**config.mk**
```make
export PLATFORM = sky130hd
export DESIGN_NAME = clipped_line_rasterizer
export DESIGN_NICKNAME = d
export VERILOG_FILES = /design/src/sv/clr_pkg.sv /design/src/sv/clr_control.sv /design/src/sv/clr_datapath.sv /design/src/sv/clipped_line_rasterizer.sv
export VERILOG_INCLUDE_DIRS = /design/src /design/src/sv
export SDC_FILE = /design/constraint.sdc
export NUM_CORES = 1
export LEC_CHECK = 0
export BUFFER_PORTS_ARGS = -buffer_cell sky130_fd_sc_hd__buf_2
export CAP_MARGIN = 20
export CORE_UTILIZATION = 40
export CTS_BUF_LIST = sky130_fd_sc_hd__clkbuf_8 sky130_fd_sc_hd__clkbuf_16
export DETAILED_ROUTE_END_ITERATION = 10
export SLEW_MARGIN = 20
export SYNTH_ARGS = -nofsm -noshare
export SYNTH_HDL_FRONTEND = slang
export SYNTH_SLANG_ARGS = --single-unit
```
**constraint.sdc**
```tcl
create_clock -name aclk -period 10.3 [get_ports aclk]
set_input_delay 1.03 -clock aclk [delete_from_list [all_inputs] [get_ports aclk]]
set_output_delay 1.03 -clock aclk [all_outputs]
set_load 0.01 [all_outputs]
```
**src/sv/clipped_line_rasterizer_macros.svh**
```systemverilog
// Assertion helpers shared by the rasteriser RTL.
`ifndef CLIPPED_LINE_RASTERIZER_MACROS_SVH
`define CLIPPED_LINE_RASTERIZER_MACROS_SVH

`ifndef SYNTHESIS

// Same-cycle implication, disabled while in reset.
`define CLR_ASSERT_IMPLY(label, clk, rst_n, ante, cons) \
    label: assert property (@(posedge clk) disable iff (!rst_n) (ante) |-> (cons)) \
        else $error("rasteriser assertion failed");

// Next-cycle implication, disabled while in reset.
`define CLR_ASSERT_NEXT(label, clk, rst_n, ante, cons) \
    label: assert property (@(posedge clk) disable iff (!rst_n) (ante) |=> (cons)) \
        else $error("rasteriser assertion failed");

`else

`define CLR_ASSERT_IMPLY(label, clk, rst_n, ante, cons)
`define CLR_ASSERT_NEXT(label, clk, rst_n, ante, cons)

`endif

`endif

```
**src/sv/clr_pkg.sv**
```systemverilog
`default_nettype none

package clr_pkg;

    localparam int COORD_BITS  = 12;
    localparam int MAX_DIM     = 32;
    localparam int DIFF_W      = COORD_BITS + 1;
    localparam int PROD_W      = 2 * DIFF_W;
    localparam int DIV_CNT_W   = $clog2(PROD_W);
    localparam int DIM_W       = $clog2(MAX_DIM);
    localparam int EPS_W       = DIM_W + 3;
    localparam int MAX_PIX     = 2 * MAX_DIM - 1;
    localparam int CNT_W       = $clog2(2 * MAX_DIM);
    localparam int PIX_W       = 5;
    localparam int COLOR_W     = 32;
    localparam int CFG_W       = 6;
    localparam int CFG_IDX_W   = 1;
    localparam int CLIP_PASSES = 4;
    localparam int PASS_W      = 3;

    localparam logic [CFG_IDX_W-1:0] REG_CANVAS_WIDTH  = 1'b0;
    localparam logic [CFG_IDX_W-1:0] REG_CANVAS_HEIGHT = 1'b1;

    localparam logic [3:0] OC_LEFT   = 4'b0001;
    localparam logic [3:0] OC_RIGHT  = 4'b0010;
    localparam logic [3:0] OC_BOTTOM = 4'b0100;
    localparam logic [3:0] OC_TOP    = 4'b1000;

    typedef logic signed [COORD_BITS-1:0] coord_t;

    typedef struct packed {
        coord_t               start_x;
        coord_t               start_y;
        coord_t               end_x;
        coord_t               end_y;
        logic [COLOR_W-1:0]   line_color;
    } in_word_t;

    typedef struct packed {
        logic [PIX_W-1:0]     pixel_x;
        logic [PIX_W-1:0]     pixel_y;
        logic [COLOR_W-1:0]   pixel_color;
        logic                 last_pixel;
    } out_word_t;

    typedef struct packed {
        logic load;
        logic mul;
        logic div_step;
        logic update;
        logic setup;
        logic emit;
    } ctrl_cmd_t;

    typedef struct packed {
        logic in_canvas;
        logic trivial_out;
        logic den_zero;
        logic div_last;
        logic out_free;
        logic pix_last;
    } dp_stat_t;

    typedef enum logic [4:0] {
        S_IDLE = 5'b00001,
        S_TEST = 5'b00010,
        S_DIV  = 5'b00100,
        S_UPD  = 5'b01000,
        S_DRAW = 5'b10000
    } state_t;

    function automatic logic [3:0] region(coord_t x, coord_t y,
                                          logic [DIM_W-1:0] xmax,
                                          logic [DIM_W-1:0] ymax);
        coord_t     xm;
        coord_t     ym;
        logic [3:0] c;
        xm = signed'(COORD_BITS'(xmax));
        ym = signed'(COORD_BITS'(ymax));
        c  = 4'b0000;
        if (x < 0) c = c | OC_LEFT;
        else if (x > xm) c = c | OC_RIGHT;
        if (y < 0) c = c | OC_BOTTOM;
        else if (y > ym) c = c | OC_TOP;
        return c;
    endfunction

    // Clamp a dimension register to 1..MAX_DIM and return the last index.
    function automatic logic [DIM_W-1:0] last_index(logic [CFG_W-1:0] dim);
        logic [CFG_W-1:0] eff;
        if (dim == '0) eff = CFG_W'(1);
        else if (dim > CFG_W'(MAX_DIM)) eff = CFG_W'(MAX_DIM);
        else eff = dim;
        return DIM_W'(eff - CFG_W'(1));
    endfunction

endpackage

`default_nettype wire

```
**src/sv/clr_control.sv**
```systemverilog
`default_nettype none

`include "clipped_line_rasterizer_macros.svh"

module clr_control
    import clr_pkg::*;
(
    input  wire logic       aclk,
    input  wire logic       aresetn,
    input  wire logic       s_valid,
    output logic            s_ready,
    input  wire dp_stat_t   stat,
    output ctrl_cmd_t       cmd
);

    state_t            state_reg, state_next;
    logic [PASS_W-1:0] pass_reg, pass_next;

    assign s_ready = (state_reg == S_IDLE);

    always_comb begin
        state_next = state_reg;
        pass_next  = pass_reg;
        cmd        = '0;
        unique case (state_reg)
            S_IDLE: begin
                if (s_valid) begin
                    cmd.load   = 1'b1;
                    pass_next  = '0;
                    state_next = S_TEST;
                end
            end
            S_TEST: begin
                priority if (stat.in_canvas) begin
                    cmd.setup  = 1'b1;
                    state_next = S_DRAW;
                end else if (stat.trivial_out || stat.den_zero
                             || pass_reg == PASS_W'(CLIP_PASSES)) begin
                    // drop the segment
                    state_next = S_IDLE;
                end else begin
                    cmd.mul    = 1'b1;
                    state_next = S_DIV;
                end
            end
            S_DIV: begin
                cmd.div_step = 1'b1;
                if (stat.div_last) state_next = S_UPD;
            end
            S_UPD: begin
                cmd.update = 1'b1;
                pass_next  = pass_reg + PASS_W'(1);
                state_next = S_TEST;
            end
            S_DRAW: begin
                cmd.emit = stat.out_free;
                if (stat.out_free && stat.pix_last) state_next = S_IDLE;
            end
            default: state_next = S_IDLE;
        endcase
    end

    always_ff @(posedge aclk) begin
        if (!aresetn) begin
            state_reg <= S_IDLE;
            pass_reg  <= '0;
        end else begin
            state_reg <= state_next;
            pass_reg  <= pass_next;
        end
    end

    `CLR_ASSERT_IMPLY(a_pass_bound, aclk, aresetn, 1'b1, pass_reg <= PASS_W'(CLIP_PASSES))
    `CLR_ASSERT_IMPLY(a_draw_in_canvas, aclk, aresetn, state_reg == S_DRAW, stat.in_canvas)
    `CLR_ASSERT_NEXT(a_div_to_upd, aclk, aresetn,
        state_reg == S_DIV && stat.div_last, state_reg == S_UPD)

endmodule

`default_nettype wire

```
**src/sv/clr_datapath.sv**
```systemverilog
`default_nettype none

`include "clipped_line_rasterizer_macros.svh"

module clr_datapath
    import clr_pkg::*;
(
    input  wire logic                 aclk,
    input  wire logic                 aresetn,
    input  wire logic                 cfg_we,
    input  wire logic [CFG_IDX_W-1:0] cfg_index,
    input  wire logic [CFG_W-1:0]     cfg_wdata,
    input  wire in_word_t             s_data,
    output out_word_t                 m_data,
    output logic                      m_valid,
    input  wire logic                 m_ready,
    input  wire ctrl_cmd_t            cmd,
    output dp_stat_t                  stat
);

    logic [CFG_W-1:0] width_reg, height_reg;
    logic [DIM_W-1:0] xmax, ymax;

    coord_t ax_reg, ay_reg, bx_reg, by_reg;
    logic [COLOR_W-1:0] color_reg;

    // clip intersection
    logic [3:0]              ca, cb, csel;
    logic                    vert;
    coord_t                  edge_c;
    logic signed [DIFF_W-1:0] den, fa, fb;
    logic signed [PROD_W-1:0] prod;
    logic                    side_a_reg, vert_reg, neg_reg;
    coord_t                  edge_reg, base_reg;
    logic [DIFF_W-1:0]       dvs_reg;
    logic [PROD_W-1:0]       dvd_reg;
    logic [DIFF_W-1:0]       rem_reg;
    logic [DIV_CNT_W-1:0]    div_cnt_reg;
    logic [DIFF_W:0]         trial;
    logic                    qbit;
    logic signed [DIFF_W-1:0] qs, newc;

    // line walk
    coord_t                  lo_x, lo_y, hi_x, hi_y;
    logic [DIM_W-1:0]        dx_reg, dy_reg, wx_reg, wy_reg, ex_reg, ey_reg;
    logic                    down_reg, vline_reg;
    logic signed [EPS_W-1:0] eps_reg, two_dx, two_dy, eps_sub;
    logic [CNT_W-1:0]        n_reg;
    logic [DIM_W-1:0]        py, wy_step;
    logic                    pix_last;
    logic                    col_end;

    out_word_t m_data_reg;
    logic      m_valid_reg;

    assign xmax = last_index(width_reg);
    assign ymax = last_index(height_reg);
    assign ca   = region(ax_reg, ay_reg, xmax, ymax);
    assign cb   = region(bx_reg, by_reg, xmax, ymax);
    assign csel = (ca != 4'b0000) ? ca : cb;
    assign vert = (csel & (OC_TOP | OC_BOTTOM)) != 4'b0000;

    always_comb begin
        if (vert) begin
            edge_c = ((csel & OC_TOP) != 4'b0000) ? signed'(COORD_BITS'(ymax)) : '0;
            den    = DIFF_W'(by_reg) - DIFF_W'(ay_reg);
            fa     = DIFF_W'(bx_reg) - DIFF_W'(ax_reg);
            fb     = DIFF_W'(edge_c) - DIFF_W'(ay_reg);
        end else begin
            edge_c = ((csel & OC_RIGHT) != 4'b0000) ? signed'(COORD_BITS'(xmax)) : '0;
            den    = DIFF_W'(bx_reg) - DIFF_W'(ax_reg);
            fa     = DIFF_W'(by_reg) - DIFF_W'(ay_reg);
            fb     = DIFF_W'(edge_c) - DIFF_W'(ax_reg);
        end
        prod = fa * fb;
    end

    assign stat.in_canvas   = (ca | cb) == 4'b0000;
    assign stat.trivial_out = (ca & cb) != 4'b0000;
    assign stat.den_zero    = (den == '0);
    assign stat.div_last    = (div_cnt_reg == DIV_CNT_W'(PROD_W - 1));

    // restoring divide, one quotient bit a cycle
    assign trial = {rem_reg, dvd_reg[PROD_W-1]} - {1'b0, dvs_reg};
    assign qbit  = !trial[DIFF_W];
    assign qs    = neg_reg ? -signed'(dvd_reg[DIFF_W-1:0]) : signed'(dvd_reg[DIFF_W-1:0]);
    assign newc  = DIFF_W'(base_reg) + qs;

    always_comb begin
        if (bx_reg < ax_reg) begin
            lo_x = bx_reg; lo_y = by_reg; hi_x = ax_reg; hi_y = ay_reg;
        end else begin
            lo_x = ax_reg; lo_y = ay_reg; hi_x = bx_reg; hi_y = by_reg;
        end
    end

    assign two_dx  = signed'(EPS_W'({dx_reg, 1'b0}));
    assign two_dy  = signed'(EPS_W'({dy_reg, 1'b0}));
    assign eps_sub = eps_reg - two_dx;
    assign wy_step = down_reg ? wy_reg - DIM_W'(1) : wy_reg + DIM_W'(1);

    always_comb begin
        col_end = 1'b1;
        if (vline_reg) begin
            py       = wy_reg;
            pix_last = (wy_reg == ey_reg);
        end else if (!eps_reg[EPS_W-1]) begin
            py       = wy_step;
            col_end  = eps_sub[EPS_W-1];
            pix_last = col_end && (wx_reg == ex_reg);
        end else begin
            py       = wy_reg;
            pix_last = (wx_reg == ex_reg);
        end
        pix_last = pix_last || (n_reg == CNT_W'(MAX_PIX - 1));
    end

    assign stat.pix_last = pix_last;
    assign stat.out_free = !m_valid_reg || m_ready;

    always_ff @(posedge aclk) begin
        if (!aresetn) begin
            width_reg  <= CFG_W'(MAX_DIM);
            height_reg <= CFG_W'(MAX_DIM);
        end else if (cfg_we) begin
            unique case (cfg_index)
                REG_CANVAS_WIDTH:  width_reg  <= cfg_wdata;
                REG_CANVAS_HEIGHT: height_reg <= cfg_wdata;
                default: ;
            endcase
        end
    end

    always_ff @(posedge aclk) begin
        if (cmd.load) begin
            ax_reg    <= s_data.start_x;
            ay_reg    <= s_data.start_y;
            bx_reg    <= s_data.end_x;
            by_reg    <= s_data.end_y;
            color_reg <= s_data.line_color;
        end else if (cmd.update) begin
            if (side_a_reg) begin
                ax_reg <= vert_reg ? newc[COORD_BITS-1:0] : edge_reg;
                ay_reg <= vert_reg ? edge_reg : newc[COORD_BITS-1:0];
            end else begin
                bx_reg <= vert_reg ? newc[COORD_BITS-1:0] : edge_reg;
                by_reg <= vert_reg ? edge_reg : newc[COORD_BITS-1:0];
            end
        end
        if (cmd.mul) begin
            side_a_reg  <= (ca != 4'b0000);
            vert_reg    <= vert;
            edge_reg    <= edge_c;
            base_reg    <= vert ? ax_reg : ay_reg;
            neg_reg     <= prod[PROD_W-1] ^ den[DIFF_W-1];
            dvd_reg     <= prod[PROD_W-1] ? PROD_W'(-prod) : PROD_W'(prod);
            dvs_reg     <= den[DIFF_W-1] ? DIFF_W'(-den) : DIFF_W'(den);
            rem_reg     <= '0;
            div_cnt_reg <= '0;
        end else if (cmd.div_step) begin
            rem_reg     <= qbit ? trial[DIFF_W-1:0] : {rem_reg[DIFF_W-2:0], dvd_reg[PROD_W-1]};
            dvd_reg     <= {dvd_reg[PROD_W-2:0], qbit};
            div_cnt_reg <= div_cnt_reg + DIV_CNT_W'(1);
        end
        if (cmd.setup) begin
            wx_reg    <= DIM_W'(lo_x);
            wy_reg    <= DIM_W'(lo_y);
            ex_reg    <= DIM_W'(hi_x);
            ey_reg    <= DIM_W'(hi_y);
            dx_reg    <= DIM_W'(hi_x - lo_x);
            dy_reg    <= (hi_y > lo_y) ? DIM_W'(hi_y - lo_y) : DIM_W'(lo_y - hi_y);
            down_reg  <= !(hi_y > lo_y);
            vline_reg <= (hi_x == lo_x);
            eps_reg   <= -signed'(EPS_W'(unsigned'(DIM_W'(hi_x - lo_x))));
            n_reg     <= '0;
        end else if (cmd.emit) begin
            n_reg <= n_reg + CNT_W'(1);
            if (vline_reg) begin
                wy_reg <= wy_step;
            end else if (!eps_reg[EPS_W-1]) begin
                wy_reg <= wy_step;
                if (col_end) begin
                    eps_reg <= eps_sub + two_dy;
                    wx_reg  <= wx_reg + DIM_W'(1);
                end else begin
                    eps_reg <= eps_sub;
                end
            end else begin
                eps_reg <= eps_reg + two_dy;
                wx_reg  <= wx_reg + DIM_W'(1);
            end
        end
    end

    // output word register
    always_ff @(posedge aclk) begin
        if (!aresetn) begin
            m_valid_reg <= 1'b0;
        end else if (cmd.emit) begin
            m_valid_reg <= 1'b1;
        end else if (m_ready) begin
            m_valid_reg <= 1'b0;
        end
    end

    always_ff @(posedge aclk) begin
        if (cmd.emit) begin
            m_data_reg.pixel_x     <= PIX_W'(wx_reg);
            m_data_reg.pixel_y     <= PIX_W'(py);
            m_data_reg.pixel_color <= color_reg;
            m_data_reg.last_pixel  <= pix_last;
        end
    end

    assign m_data  = m_data_reg;
    assign m_valid = m_valid_reg;

    `CLR_ASSERT_IMPLY(a_emit_free, aclk, aresetn, cmd.emit, !m_valid_reg || m_ready)

endmodule

`default_nettype wire

```
**src/sv/clipped_line_rasterizer.sv**
```systemverilog
// Each segment is loaded, then each clip pass multiplies, runs the divide and updates one endpoint.
// Up to four passes, then for a kept segment one pixel word per cycle while the output is free, at most 63.
// One segment at a time: a new one is taken only in the idle state;
// the iterative clip divider and the pixel walk set how long each segment takes.
// Reset (aresetn low, synchronous) empties the output and sets both canvas sizes to 32.
`default_nettype none

module clipped_line_rasterizer
    import clr_pkg::*;
(
    input  wire logic                 aclk,
    input  wire logic                 aresetn,
    input  wire logic                 cfg_we,
    input  wire logic [CFG_IDX_W-1:0] cfg_index,
    input  wire logic [CFG_W-1:0]     cfg_wdata,
    input  wire logic                 s_valid,
    output logic                      s_ready,
    input  wire in_word_t             s_data,
    output logic                      m_valid,
    input  wire logic                 m_ready,
    output out_word_t                 m_data
);

    ctrl_cmd_t cmd;
    dp_stat_t  stat;

    clr_control u_control (
        .aclk    (aclk),
        .aresetn (aresetn),
        .s_valid (s_valid),
        .s_ready (s_ready),
        .stat    (stat),
        .cmd     (cmd)
    );

    clr_datapath u_datapath (
        .aclk      (aclk),
        .aresetn   (aresetn),
        .cfg_we    (cfg_we),
        .cfg_index (cfg_index),
        .cfg_wdata (cfg_wdata),
        .s_data    (s_data),
        .m_data    (m_data),
        .m_valid   (m_valid),
        .m_ready   (m_ready),
        .cmd       (cmd),
        .stat      (stat)
    );

endmodule

`default_nettype wire
```
# After elaboration in Yosys (flattened, before gate mapping)
# Index checks and enable logic that the tools add are counted.
dict set report word_totals {
  register_bits 274
  in_bits 92
  out_inout_bits 45
  wordCells 207
}
dict set report op_classes {
  add_sub_neg 24
  n_mul 1
  magnitude_cmp 12
  eq_ne 16
  muxes 85
  bitwise_logic 4
  n_reduce_logical 31
}
# op n
set ops {}
lappend ops {{12-bit two-way mux} 22}
lappend ops {{5-bit two-way mux} 22}
lappend ops {{26-bit two-way mux} 3}
lappend ops {{13-bit two-way mux} 4}
lappend ops {{12-bit by 6-bit greater-than comparator with 1-bit output} 4}
lappend ops {{12-bit by 1-bit less-than comparator with 1-bit output, second input constant} 4}
lappend ops {{8-bit two-way mux} 5}
lappend ops {{13-bit by 13-bit multiplier with 26-bit output} 1}
lappend ops {{26-bit negator} 1}
lappend ops {{12-bit by 12-bit subtractor with 13-bit output} 2}
lappend ops {{6-bit by 12-bit subtractor with 13-bit output} 2}
lappend ops {{5-bit one-hot mux with 5 select lines} 1}
lappend ops {{4-bit two-way mux} 6}
lappend ops {{8-bit by 7-bit adder with 8-bit output} 2}
lappend ops {{1-bit two-way mux} 16}
lappend ops {{5-bit by 1-bit adder with 5-bit output, second input constant} 3}
lappend ops {{5-bit by 1-bit subtractor with 5-bit output, second input constant} 3}
lappend ops {{5-bit subtractor} 3}
lappend ops {{14-bit by 13-bit subtractor with 14-bit output} 1}
lappend ops {{13-bit logical NOT} 1}
lappend ops {{13-bit negator} 1}
lappend ops {{12-bit adder} 1}
lappend ops {{12-bit == test} 1}
lappend ops {{12-bit greater-than comparator} 1}
lappend ops {{34 further kinds} 63}

# Logic depth before layout (Yosys ltp)
dict set report logic_depth {
  word_depth 20
  depth_mapped 51
  mapped_depth_nobuf 48
}

# Modules after synthesis
# Synthesis repeated with hierarchy kept, for this count alone.
dict set report hier_totals {
  hier_cells 2451
  area_unflattened_um2 23389.9
}
# mod n_inst cells_each area_each_um2 seq_area_each_um2
set by_module_without_submodules {}
lappend by_module_without_submodules {clr_datapath 1 2391 22878.2 7377.1}
lappend by_module_without_submodules {clr_control 1 60 511.7 160.2}

# Worst setup path after synthesis
# Ideal clock, no wire load.
dict set report synth_path {
  kind {register to register}
  from {reg u_datapath.height_reg[1]}
  to {reg u_datapath.dvd_reg[8] (data pin)}
  setup_time_ns 0.262
  arrival_time_ns 10.946
  required_ns 10.038
  slack_ns -0.908
  path_stages_with_launch 43
  n_path_buf 2
  period_less_slack_ns 11.208
  path_cell_list {dfxtp_1 nor4_1 o21bai_1 ha_1 xnor2_1 ha_1 and2_1 a32o_1 maj3_1 a21oi_1 a41oi_1 nor2_1 ha_1 a21o_1 a21o_1 a21o_1 a21oi_1 nor2_1 [7 not listed] inv_1 fa_1 fa_1 fa_1 inv_1 fa_1 inv_1 ha_1 or4_1 o21ai_2 a31oi_1 a41o_1 o41ai_4 xor2_1 buf_2 o31ai_1 xnor2_1 mux2_1}
}
dict set report synth_between {
  elab_chain_len 18
  word_cells_on_any_way 35
  cone_classes {add/sub: 4; mul: 1; order compare: 3; mux: 17; bitwise: 2; reduce/logical: 8}
}
# item line_no
set synth_rtl {}
lappend synth_rtl {{start, declared} clr_datapath.sv:21} ;# logic [CFG_W-1:0] width_reg, height_reg;
lappend synth_rtl {{start signal, assigned} clr_datapath.sv:124} ;# height_reg <= CFG_W'(MAX_DIM);
lappend synth_rtl {{start signal, assigned} clr_datapath.sv:128} ;# REG_CANVAS_HEIGHT: height_reg <= cfg_wdata;
lappend synth_rtl {{6-bit greater-than comparator} clr_pkg.sv:92} ;# else if (dim > CFG_W'(MAX_DIM)) eff = CFG_W'(MAX_DIM);
lappend synth_rtl {{5-bit two-way mux} clr_pkg.sv:92}
lappend synth_rtl {{5-bit two-way mux *} clr_pkg.sv:91} ;# if (dim == '0) eff = CFG_W'(1);
lappend synth_rtl {{5-bit by 1-bit subtractor with 5-bit output *} clr_pkg.sv:94} ;# return DIM_W'(eff - CFG_W'(1));
lappend synth_rtl {{branches (longest 13 deep; another with 13-bit by 13-bit multiplier with 26-bit output)} --}
lappend synth_rtl {{26-bit two-way mux *} clr_datapath.sv:150} ;# if (cmd.mul) begin
lappend synth_rtl {{end signal, assigned} clr_datapath.sv:156} ;# dvd_reg <= prod[PROD_W-1] ? PROD_W'(-prod) : PROD_W'(prod);
lappend synth_rtl {{end signal, assigned} clr_datapath.sv:162} ;# dvd_reg <= {dvd_reg[PROD_W-2:0], qbit};
lappend synth_rtl {{end, declared} clr_datapath.sv:36} ;# logic [PROD_W-1:0] dvd_reg;
# Every way passes the cells marked *.
# A chain may end at the register's enable or synchronous reset.

# Worst setup path after layout
dict set report layout_path {
  from {reg u_datapath.width_reg[2]}
  to {reg u_datapath.dvd_reg[19] (data pin)}
}
dict set report layout_between {
  elab_chain_len 20
  word_cells_on_any_way 39
  cone_classes {add/sub: 4; mul: 1; order compare: 3; mux: 21; bitwise: 2; reduce/logical: 8}
}
# item line_no
set layout_rtl {}
lappend layout_rtl {{start, declared} clr_datapath.sv:21}
lappend layout_rtl {{start signal, assigned} clr_datapath.sv:123} ;# width_reg <= CFG_W'(MAX_DIM);
lappend layout_rtl {{start signal, assigned} clr_datapath.sv:127} ;# REG_CANVAS_WIDTH: width_reg <= cfg_wdata;
lappend layout_rtl {{6-bit greater-than comparator} clr_pkg.sv:92}
lappend layout_rtl {{5-bit two-way mux} clr_pkg.sv:92}
lappend layout_rtl {{5-bit two-way mux *} clr_pkg.sv:91}
lappend layout_rtl {{5-bit by 1-bit subtractor with 5-bit output *} clr_pkg.sv:94}
lappend layout_rtl {{branches (longest 15 deep; another with 13-bit by 13-bit multiplier with 26-bit output)} --}
lappend layout_rtl {{26-bit two-way mux *} clr_datapath.sv:150}
# Marked as above.

==> reports/qor.yml <==
setup_path:
  crit_path_frequent_cell: "fa_1"
  cp.required_ns: 10.62
  critPathLaunchType: "flip-flop"
  cp_slowest_stage_delay_ns: 0.52
  worstSetupEndpoint: "u_datapath.dvd_reg[19]"
  rr_endpoint: "u_datapath.dvd_reg[19]"
  r2r_start: "u_datapath.width_reg[2]"
  crit_type: "reg2reg"
  worstSetupStartpoint: "u_datapath.width_reg[2]"
  crit_fanout: 5
  reg2reg_slack_ns: 0.05
  endpoint_kind: "flip-flop"
  reg2reg_depth: 43
  worst-endpoint-arrival_ns: 10.57
  slowest_stage: "fa_1"
floorplan:
  start_util: 0.408
  core_um2: 59500
  io_pins: 137
  die_x_um: 248
  rows: 89
  die-area_um2: 61700
  dieHeight_um: 248
detailed_routing:
  num_vias: 19600
  firstDrtPassIters: 6
  remaining_drc_errors: 0
  first_iter_violations: 1431
  drt_wl_total_mm: 70.2
  wire_per_inst_um: 19.5
  drtAntennaViolNets: 0
  viasPerCell: 5.45
placement:
  dp_cells: 3519
  numPortBuffers: 136
  dp_hpwl_mm: 56.1
  finalWeightedCongestion: 0.946
synthesis:
  synth.avg_cell_area_um2: 9.56
  ys_seq_area_frac: 0.310
  ys_warn_count: 0
  synth_cells: 2540
  synth_nets: 2988
  synth-main-ff-cell: "edfxtp_1"
  synth-edff-count: 221
  ys_types: 97
  synth_area_um2: 24300
  async_flop_share: 0
  synth-seq-cells: 266
timing:
  setup_viol: 0
  period_share: 0.995
  clock-skew-final_ns: 0.0142
  slew_headroom: 0.354
  min_period_ns: 10.25
  max_freq_ghz: 0.0976
  worst_pin_slew_ns: 0.969
  rsz0062_at_grt: "true"
  slew_violations: 0
  hold_viol_final: 0
layout:
  fin_cells: 3606
  area_growth_pct: 18.7
  multi_input_area_um2: 16000
  regArea_um2: 7540
  final_nets: 3257
  fillers: 5543
  largest_reg_flops: 43
  drive_above_1_share: 0.205
clocking:
  holdBufCountCts: 0
  clock-sinks: 266
  clk_path_buf_depth: 3
  cts_tree: "yes"
  clkLatencyLatePin_ns: 0.58
  cts-htree-levels: 1
  clk_pin_slew_ns: 0.06
  cts_made_buffers: 29
  clock-root-buffer: "clkbuf_16"
global_routing:
  antenna_found_initial: 4
  first_global_vias: 19600
  grt_max_degree: 76
  gr-usage-all-layers: 0.229
  grt_overflow: 0
  grt_pass1_wl_mm: 110
worst_hold_path:
  hold_class: "reg2reg"
outcome:
  status: "finished, final reports clean"
flow_run:
  maxCapViolCount: 0
==> cell usage after synthesis, types with 19 or more instances <==
cell | count | area share
o21ai_0 | 79 | 0.016
a21oi_1 | 106 | 0.022
a21o_1 | 45 | 0.014
a211oi_1 | 19 | 0.0059
o22ai_1 | 26 | 0.0067
clkbuf_1 | 65 | 0.010
fa_1 | 173 | 0.14
dfxtp_1 | 45 | 0.037
and3_1 | 19 | 0.0049
buf_2 | 22 | 0.0045
nor3_1 | 43 | 0.0089
mux2i_1 | 41 | 0.017
o31ai_1 | 20 | 0.0062
nand3_1 | 42 | 0.0087
xnor2_1 | 131 | 0.047
ha_1 | 183 | 0.094
nand2b_1 | 38 | 0.0098
o211ai_1 | 20 | 0.0062
nor2b_1 | 54 | 0.014
nand2_1 | 281 | 0.043
xor2_1 | 46 | 0.017
nor4_1 | 20 | 0.0052
or3_1 | 25 | 0.0064
inv_1 | 282 | 0.044
o21a_1 | 23 | 0.0071
edfxtp_1 | 221 | 0.27
nor2_1 | 194 | 0.030
a31oi_1 | 22 | 0.0057
and2_1 | 25 | 0.0064
==> how the worst min path moves through the flow <==
stage                     slack (ns)                startpoint               endpoint  cells after the start
after CTS                       0.42  u_datapath.color_reg[25]  u_datapath.m_data[26]                      0
final                           0.42  u_datapath.color_reg[25]  u_datapath.m_data[26]                      0
after detailed placement        0.40  u_datapath.color_reg[10]  u_datapath.m_data[11]                      0
after global routing            0.43  u_datapath.color_reg[16]  u_datapath.m_data[17]                      0
after global placement          0.40  u_datapath.color_reg[14]  u_datapath.m_data[15]                      0
after floorplan                 0.40   u_datapath.color_reg[9]  u_datapath.m_data[10]                      0
==> logic make-up (layout without fill, tap and decap cells) <==
group / Yosys count / after routing / share of synthesized area
fa+ha+maj: 358 / 358 / 0.238
compound gates: 468 / 468 / 0.132
other cells: 0 / 1 / 0
xor+xnor: 177 / 178 / 0.0638
flops: 266 / 266 / 0.310
mux: 69 / 69 / 0.0314
simple gates: 813 / 813 / 0.160
buf+inv: 389 / 680 / 0.0640
==> stage by stage <==
stage	hold slack [ns]	setup slack, ns	utilization	cell area, um^2	setup TNS (ns)
after global placement	0.401	-0.230	0.453	26900	-3.67
after global routing	0.425	-0.347	0.485	28800	-6.69
after CTS	0.418	-0.0961	0.473	28100	-0.725
after floorplan	0.400	0.00363	-	24500	0
after detailed placement	0.405	-0.397	0.453	27000	-7.83
final	0.418	0.0543	0.485	28800	0
==> worst max-delay path, delay by kind of cell, from the launching register on <==
kind	cells	cell delay (ns)
DFF	1	0.32
xor gates and xnor gates	3	0.37
muxes	1	0.26
and+or+nand+nor	8	1.95
AOI/OAI and AO/OA	15	2.84
adders and majority gates	9	3.61
buffers and inverters	7	0.61
==> cells in the final DEF (no fill, tap or decap), types with 13 or more instances in the layout <==
master / n
a21oi_2: 13
a21o_1: 45
o21a_1: 23
buf_6: 15
nor2_1: 181
o22ai_1: 25
xnor2_1: 124
nor4_1: 15
inv_1: 281
o31ai_1: 18
o21ai_0: 69
clkbuf_16: 29
nand2b_1: 35
buf_4: 182
ha_1: 167
or3_1: 25
o211ai_1: 20
nand2_1: 278
xor2_1: 44
a31oi_1: 18
mux2i_1: 40
and2_1: 22
edfxtp_1: 221
fa_2: 13
fa_1: 160
nand3_1: 41
buf_2: 137
a21oi_1: 89
and3_1: 17
nor2b_1: 50
dfxtp_1: 42
a21boi_0: 13
a211oi_1: 18
nor3_1: 39
==> layout make-up <==
cell class,count,share of cell area
inverter,289,0.0379
tap,773,0.0336
sequential,266,0.262
timing repair buffer,337,0.0791
multi-input combinational,1886,0.555
clock buffer,30,0.0257
antenna,1,0.0000868
clock inverter,24,0.00708
==> per-layer routing <==
layer,global-route usage,vias up,share of wire
met3,0.0376,113,0.065
met1,0.333,9646,0.46
met5,0,-,0.00046
met4,0.0603,4,0.027
met2,0.351,593,0.45
li1,-,9281,-
==> timing repair <==
item | CTS | global route
cloned | 0 | 3
setup endpoints to repair | 26 | 26
gates resized for setup | 32 | 111
pin swaps | 19 | 65
buffers inserted | 12 | 17
Power is left out: the tool's default activity adds up to more than one toggle a clock period on the data nets, which glitch-free logic cannot reach.
